**config.mk**
```make
export PLATFORM = sky130hd
export DESIGN_NAME = skt_cell
export DESIGN_NICKNAME = d
export VERILOG_FILES = /design/src/hw/rtl/sorted_key_table_unit_macros.svh /design/src/hw/rtl/skt_pkg.sv /design/src/hw/rtl/skt_cell.sv
export SDC_FILE = /design/constraint.sdc
export NUM_CORES = 1
export LEC_CHECK = 0
export BUFFER_PORTS_ARGS = -buffer_cell sky130_fd_sc_hd__buf_2
export CORE_MARGIN = 5
export CORE_UTILIZATION = 43
export DETAILED_ROUTE_END_ITERATION = 12
export GPL_TIMING_DRIVEN = 0
export PLACE_DENSITY = 0.82
export SLEW_MARGIN = 40
export SYNTH_ARGS = -nofsm -noshare
export SYNTH_HDL_FRONTEND = slang
export SYNTH_SLANG_ARGS = --single-unit
```
**constraint.sdc**
```tcl
create_clock -name clk -period 2.9 [get_ports clk]
set_clock_uncertainty 0.1 [all_clocks]
set_input_delay 0 -clock clk [delete_from_list [all_inputs] [get_ports clk]]
set_output_delay 0 -clock clk [all_outputs]
set_load 0.02 [all_outputs]
```
**src/hw/rtl/sorted_key_table_unit_macros.svh**
```systemverilog
// Assertion macros shared by the sorted key table RTL.
// Each macro expects a clock named clk and a reset named rst in scope.
`ifndef SORTED_KEY_TABLE_UNIT_MACROS_SVH
`define SORTED_KEY_TABLE_UNIT_MACROS_SVH

// Same-cycle implication.
`define SKT_ASSERT_NOW(label, cond, prop, msg) \
  label: assert property (@(posedge clk) disable iff (rst) (cond) |-> (prop)) \
    else $error(msg);

// Next-cycle implication.
`define SKT_ASSERT_NEXT(label, cond, prop, msg) \
  label: assert property (@(posedge clk) disable iff (rst) (cond) |=> (prop)) \
    else $error(msg);

`endif

```
**src/hw/rtl/skt_pkg.sv**
```systemverilog
package skt_pkg;

  localparam int CAPACITY_DEF = 32;
  localparam int KEY_W        = 32;
  localparam int VALUE_W      = 32;
  localparam int OCC_W        = 6;

  localparam logic OP_INSERT = 1'b0;
  localparam logic OP_DELETE = 1'b1;

  localparam logic [1:0] ST_OK      = 2'd0;
  localparam logic [1:0] ST_DUP     = 2'd1;
  localparam logic [1:0] ST_MISSING = 2'd2;
  localparam logic [1:0] ST_FULL    = 2'd3;

  typedef struct packed {
    logic                      opcode;
    logic signed [KEY_W-1:0]   key;
    logic signed [VALUE_W-1:0] entry_value;
  } cmd_t;

  typedef struct packed {
    logic [1:0]                status;
    logic signed [VALUE_W-1:0] removed_value;
    logic [OCC_W-1:0]          occupancy;
  } res_t;

  typedef struct packed {
    logic                      valid;
    logic signed [KEY_W-1:0]   key;
    logic signed [VALUE_W-1:0] value;
  } entry_t;

  // Broadcast control from the sequencer to every cell.
  typedef struct packed {
    logic cmp;
    logic ins;
    logic del;
  } cell_ctrl_t;

endpackage

```
**src/hw/rtl/skt_cell.sv**
```systemverilog
module skt_cell (
  input  logic                              clk,
  input  logic                              rst,
  input  skt_pkg::cell_ctrl_t               ctrl,
  input  logic signed [skt_pkg::KEY_W-1:0]  cmd_key,
  input  logic signed [skt_pkg::VALUE_W-1:0] cmd_value,
  input  skt_pkg::entry_t                   left_entry,
  input  logic                              left_ge,
  input  skt_pkg::entry_t                   right_entry,
  output skt_pkg::entry_t                   entry,
  output logic                              ge,
  output logic                              eq
);
  import skt_pkg::*;

  logic                      valid;
  logic signed [KEY_W-1:0]   key;
  logic signed [VALUE_W-1:0] value;

  always_ff @(posedge clk) begin
    if (rst) begin
      valid <= 1'b0;
    end else if (ctrl.ins && ge) begin
      valid <= left_ge ? left_entry.valid : 1'b1;
    end else if (ctrl.del && ge) begin
      valid <= right_entry.valid;
    end
  end

  // Insert: the first cell at or above the key takes the new word, the rest shift up.
  // Delete: every cell from the hit onward pulls from its right neighbor.
  always_ff @(posedge clk) begin
    if (ctrl.ins && ge) begin
      key   <= left_ge ? left_entry.key   : cmd_key;
      value <= left_ge ? left_entry.value : cmd_value;
    end else if (ctrl.del && ge) begin
      key   <= right_entry.key;
      value <= right_entry.value;
    end
  end

  always_ff @(posedge clk) begin
    if (ctrl.cmp) begin
      ge <= !(valid && (key < cmd_key));
      eq <= valid && (key == cmd_key);
    end
  end

  assign entry = '{valid: valid, key: key, value: value};

endmodule

```
### After elaboration in Yosys (flattened, before gate mapping)

Cells that the tools add are included.

* bits in registers: 67
* output and inout port bits: 67
* input port bits: 200

* reductions and logical operators: 6
* eq/ne operators: 1
* magnitude comparators: 1
* multiplexer cells: 9

Operators by type and width (number)
* $mux 32: 6
* $eq 32x32->1: 1
* $lt 32x32->1: 1
* $logic_and 1x1->1: 4
* $mux 1: 3
* $reduce_bool 2->1: 1
* $logic_not 1->1: 1

### Longest topological paths before layout

* word-level depth: 3
* mapped depth: 8
* mapped depth without buffers: 8

### Least setup slack after synthesis

OpenSTA, ideal clock, no wires.

* path kind: register to register
* from: register ge
* to: register valid
* path buffers: 0
* required time: 2.680 ns
* setup slack: 0.313 ns
* arrival time: 2.367 ns
* stages on the path, launching flop included: 4
* path through: edfxtp_1 -> o21a_1 -> mux2i_1 -> nor2_1

* word-level cells in the longest chain between the ends: 2
* elaborated cells between the ends (all ways): 4
* classes of those cells: mux (1); reduce/logical (3)

RTL lines
* start: declaration: line skt_cell.sv:11 `output logic ge,`
* start signal: assignment: line skt_cell.sv:44 `ge <= !(valid && (key < cmd_key));`
* $logic_and 1x1->1 (on tied branches): line skt_cell.sv:23, skt_cell.sv:25
* $mux 1 or $reduce_bool 2->1 (tied branches)
* end signal: assignment: line skt_cell.sv:24 `valid <= left_ge ? left_entry.valid : 1'b1;`
* end signal: assignment: line skt_cell.sv:26 `valid <= right_entry.valid;`
* end: declaration: line skt_cell.sv:16 `logic valid;`

Parallel ways exist; a longest one is shown, timed or not.
A chain may end at the register's enable or synchronous reset.

### Worst setup path after layout

* from: register ge
* to: register key[9], data pin

* word-level cells in the longest chain between the ends: 2

RTL lines
* $logic_and 1x1->1: line skt_cell.sv:33 `if (ctrl.ins && ge) begin`
* $mux 32: line skt_cell.sv:33
* end signal: assignment: line skt_cell.sv:34 `key <= left_ge ? left_entry.key : cmd_key;`
* end signal: assignment: line skt_cell.sv:37 `key <= right_entry.key;`
* end: declaration: line skt_cell.sv:17 `logic signed [KEY_W-1:0] key;`

Every way passes these cells.

==> flow_metrics.tcl <==
set metrics [dict create \
    ir_drop_mv 0.227 \
    setup_violations 0 \
    cp-start-kind "register" \
    start_util_pct 43.6 \
    grt_max_degree 43 \
    hold_viol 0 \
    ys_ff_latch 67 \
    clkTransAtPathRegs_ps 70 \
    h-tree-depth 3 \
    drv_cap 0 \
    arrival_ps 2570 \
    synth_nets 641 \
    hp-start "left_entry[36]" \
    slowest_delay_ps 610 \
    nFillCells 674 \
    clock_latency_ps 330 \
    ys_seq_area_share_pct 47.7 \
    instances_no_fill 950 \
    gp_congestion 0.837 \
    min_path_type "input pin to register" \
    avgRoutedWirePerCell_um 18.2 \
    dp.cells 808 \
    worstPathCellList "and2_1 > clkbuf_1 > buf_2 > clkbuf_1 > a21oi_1 > dlygate4sd3_1" \
    reg2reg_to "key[9]" \
    drt_iter0_markers 311 \
    antenna_found_initial 0 \
    fmax_ghz 0.386 \
    layout.nets 1044 \
    slowest_stage "dlygate4sd3_1" \
    cts_buffers 9 \
    drc 0 \
    netlist_top_cells_count "a21oi_1, nor2_1, edfxtp_1" \
    clock-sinks 67 \
    cp_num_buf_inv 4 \
    ff2ff_path_depth 6 \
    cpMostUsedCell "clkbuf_1" \
    async_flop_share_pct 0 \
    cellPowerDensity_nw_per_um2 404 \
    grt_pass1_wl_um 26300 \
    p_total_uw 2880 \
    postRouteAntennaNets 0 \
    layout-drive-gt1-share_pct 36.7 \
    die_x_um 109 \
    path_delay_family "buffers and inverters" \
    fin_crit_sh_pct 89.3 \
    required_ps 2880 \
    pre_cts_slack_ps 691 \
    cts_tree "done" \
    worst_slew_pin_slew_ps 491 \
    synth_edf_count 66 \
    ys_warn_count 0 \
    synth_most_common_cell "a21oi_1" \
    grt.overflow.total 0 \
    status "completed" \
    yosysTopAreaCellShare_pct 47.2 \
    viasPerCell 5.19 \
    clock-root-buffer "clkbuf_8" \
    syn2layout_area_growth_pct 69.8 \
    timing.rr.start "ge" \
    port-buffer-count 265 \
    coreArea_sq_um 9640 \
    placementRows 36 \
    setup_slack_ps 311 \
    dr.pass1.iters 5 \
    power_leakage_uw 0.00352 \
    worstPathMaxFanout 10 \
    io_pins 267 \
    gr-usage-all-layers_pct 28.9 \
    ff2ff_setup_slack_ps 310 \
    ys_dominant_reg_cell "edfxtp_1" \
    relSlewSlack_pct 66.8 \
    place_hpwl_um 11000 \
    end_kind "register" \
    holdPathStages 3 \
    rsz0062_at_grt "no" \
    synthCells 409 \
    layout_min_cycle_time_ps 2590 \
    ys_types 33 \
    crit_type "register to register" \
    drv_slew 0 \
    vias 4926 \
    die_h_um 109 \
    cts_buffer_depth 2 \
    avgSynthCellArea_sq_um 10.3 \
    syn-cell-area_sq_um 4200 \
    whs_endpoint "key[4]" \
    grt_pass1_vias 5381 \
    die_area_sq_um 11800 \
    diodes 0 \
    synth_area_leaders "edfxtp_1, mux2i_1, ha_1, a21oi_1, nor2_1" \
    synth_area_leader_cell "edfxtp_1" \
    routed_wirelength_um 17200 \
]
-- stage by stage --
stage | utilization (%) | instance area, sq um | hold slack, ps | TNS [ps]
after global routing | 74.0 | 7130 | 24.2 | 0
after global placement | 59.0 | 5690 | 59.5 | -12430
after floorplan | - | 4200 | -27.6 | 0
after CTS | 74.0 | 7130 | 1.12 | 0
final | 74.0 | 7130 | 1.65 | 0
after detailed placement | 59.3 | 5720 | 70.4 | 0
-- final cells by class --
cell class	instances	area, sq um	share of cell area (%)
Timing Repair Buffer	392	2610	36.6
Sequential cell	67	2000	28.1
Clock buffer	11	131	1.84
Inverter	37	139	1.95
Buffer	23	110	1.54
Multi-Input combinational cell	282	1960	27.4
Clock inverter	5	20.0	0.281
Tap cell	133	166	2.33
-- power by group --
part / internal, uW / total [uW] / switching [uW]
Clock: 299 / 648 / 349
Combinational: 482 / 996 / 514
Sequential: 1190 / 1240 / 45.7
Total: 1970 / 2880 / 909
-- how the worst max path moves through the flow --
stage	slack, ps	startpoint	endpoint	cells after the start
after detailed placement	690	key[23]	ge	7
final	310	ge	key[9]	6
after CTS	340	ge	key[20]	6
after floorplan	310	ge	valid	3
after global placement	-240	ge	valid	3
after global routing	210	ge	key[22]	6
-- metal layers --
metal | track usage [%] | wire length (um) | part of all wire, %
met1 | 30.3 | 6160 | 36
met2 | 53.8 | 8950 | 52
met3 | 6.75 | 1460 | 8.5
met4 | 14.3 | 673 | 3.9
met5 | 0 | 0 | 0
-- state kept, by name, indices dropped and copies added, names as in the netlist --
signal  cells
key        32
value      32
eq          1
ge          1
valid       1
-- cell usage in the layout (no fill, tap or decap), types with 2 or more instances in the layout --
cell type,count
a21o_1,2
buf_2,281
dlygate4sd3_1,126
clkinv_1,4
edfxtp_1,66
a21oi_1,77
nand4_1,3
o21ai_0,5
inv_1,37
ha_1,32
nand3_1,2
clkbuf_1,6
nor2_1,69
buf_1,2
mux2i_1,65
clkbuf_8,9
nand2_1,10
-- worst reg2reg max path, stage by stage, from the launching register on --
cell and delay (ps):
edfxtp_1 430, and2_1 150, clkbuf_1 180, buf_2 280
clkbuf_1 440, a21oi_1 150, dlygate4sd3_1 610
-- timing repair --
action,in CTS,in global routing
hold endpoints to repair,67,0
hold buffers,126,0
setup buffers,0,0
resized for setup,0,0
-- cell families after synthesis --
group	Yosys count	share of synthesized area, %
AND/OR/NAND/NOR	93	9.62
adder cells (fa/ha/maj)	32	9.54
multiplexers	65	15.5
flip-flops	67	47.7
AO/OA/AOI/OAI	92	11.7
buffers and inverters	60	5.93
Power figures use the tool's default switching activity.
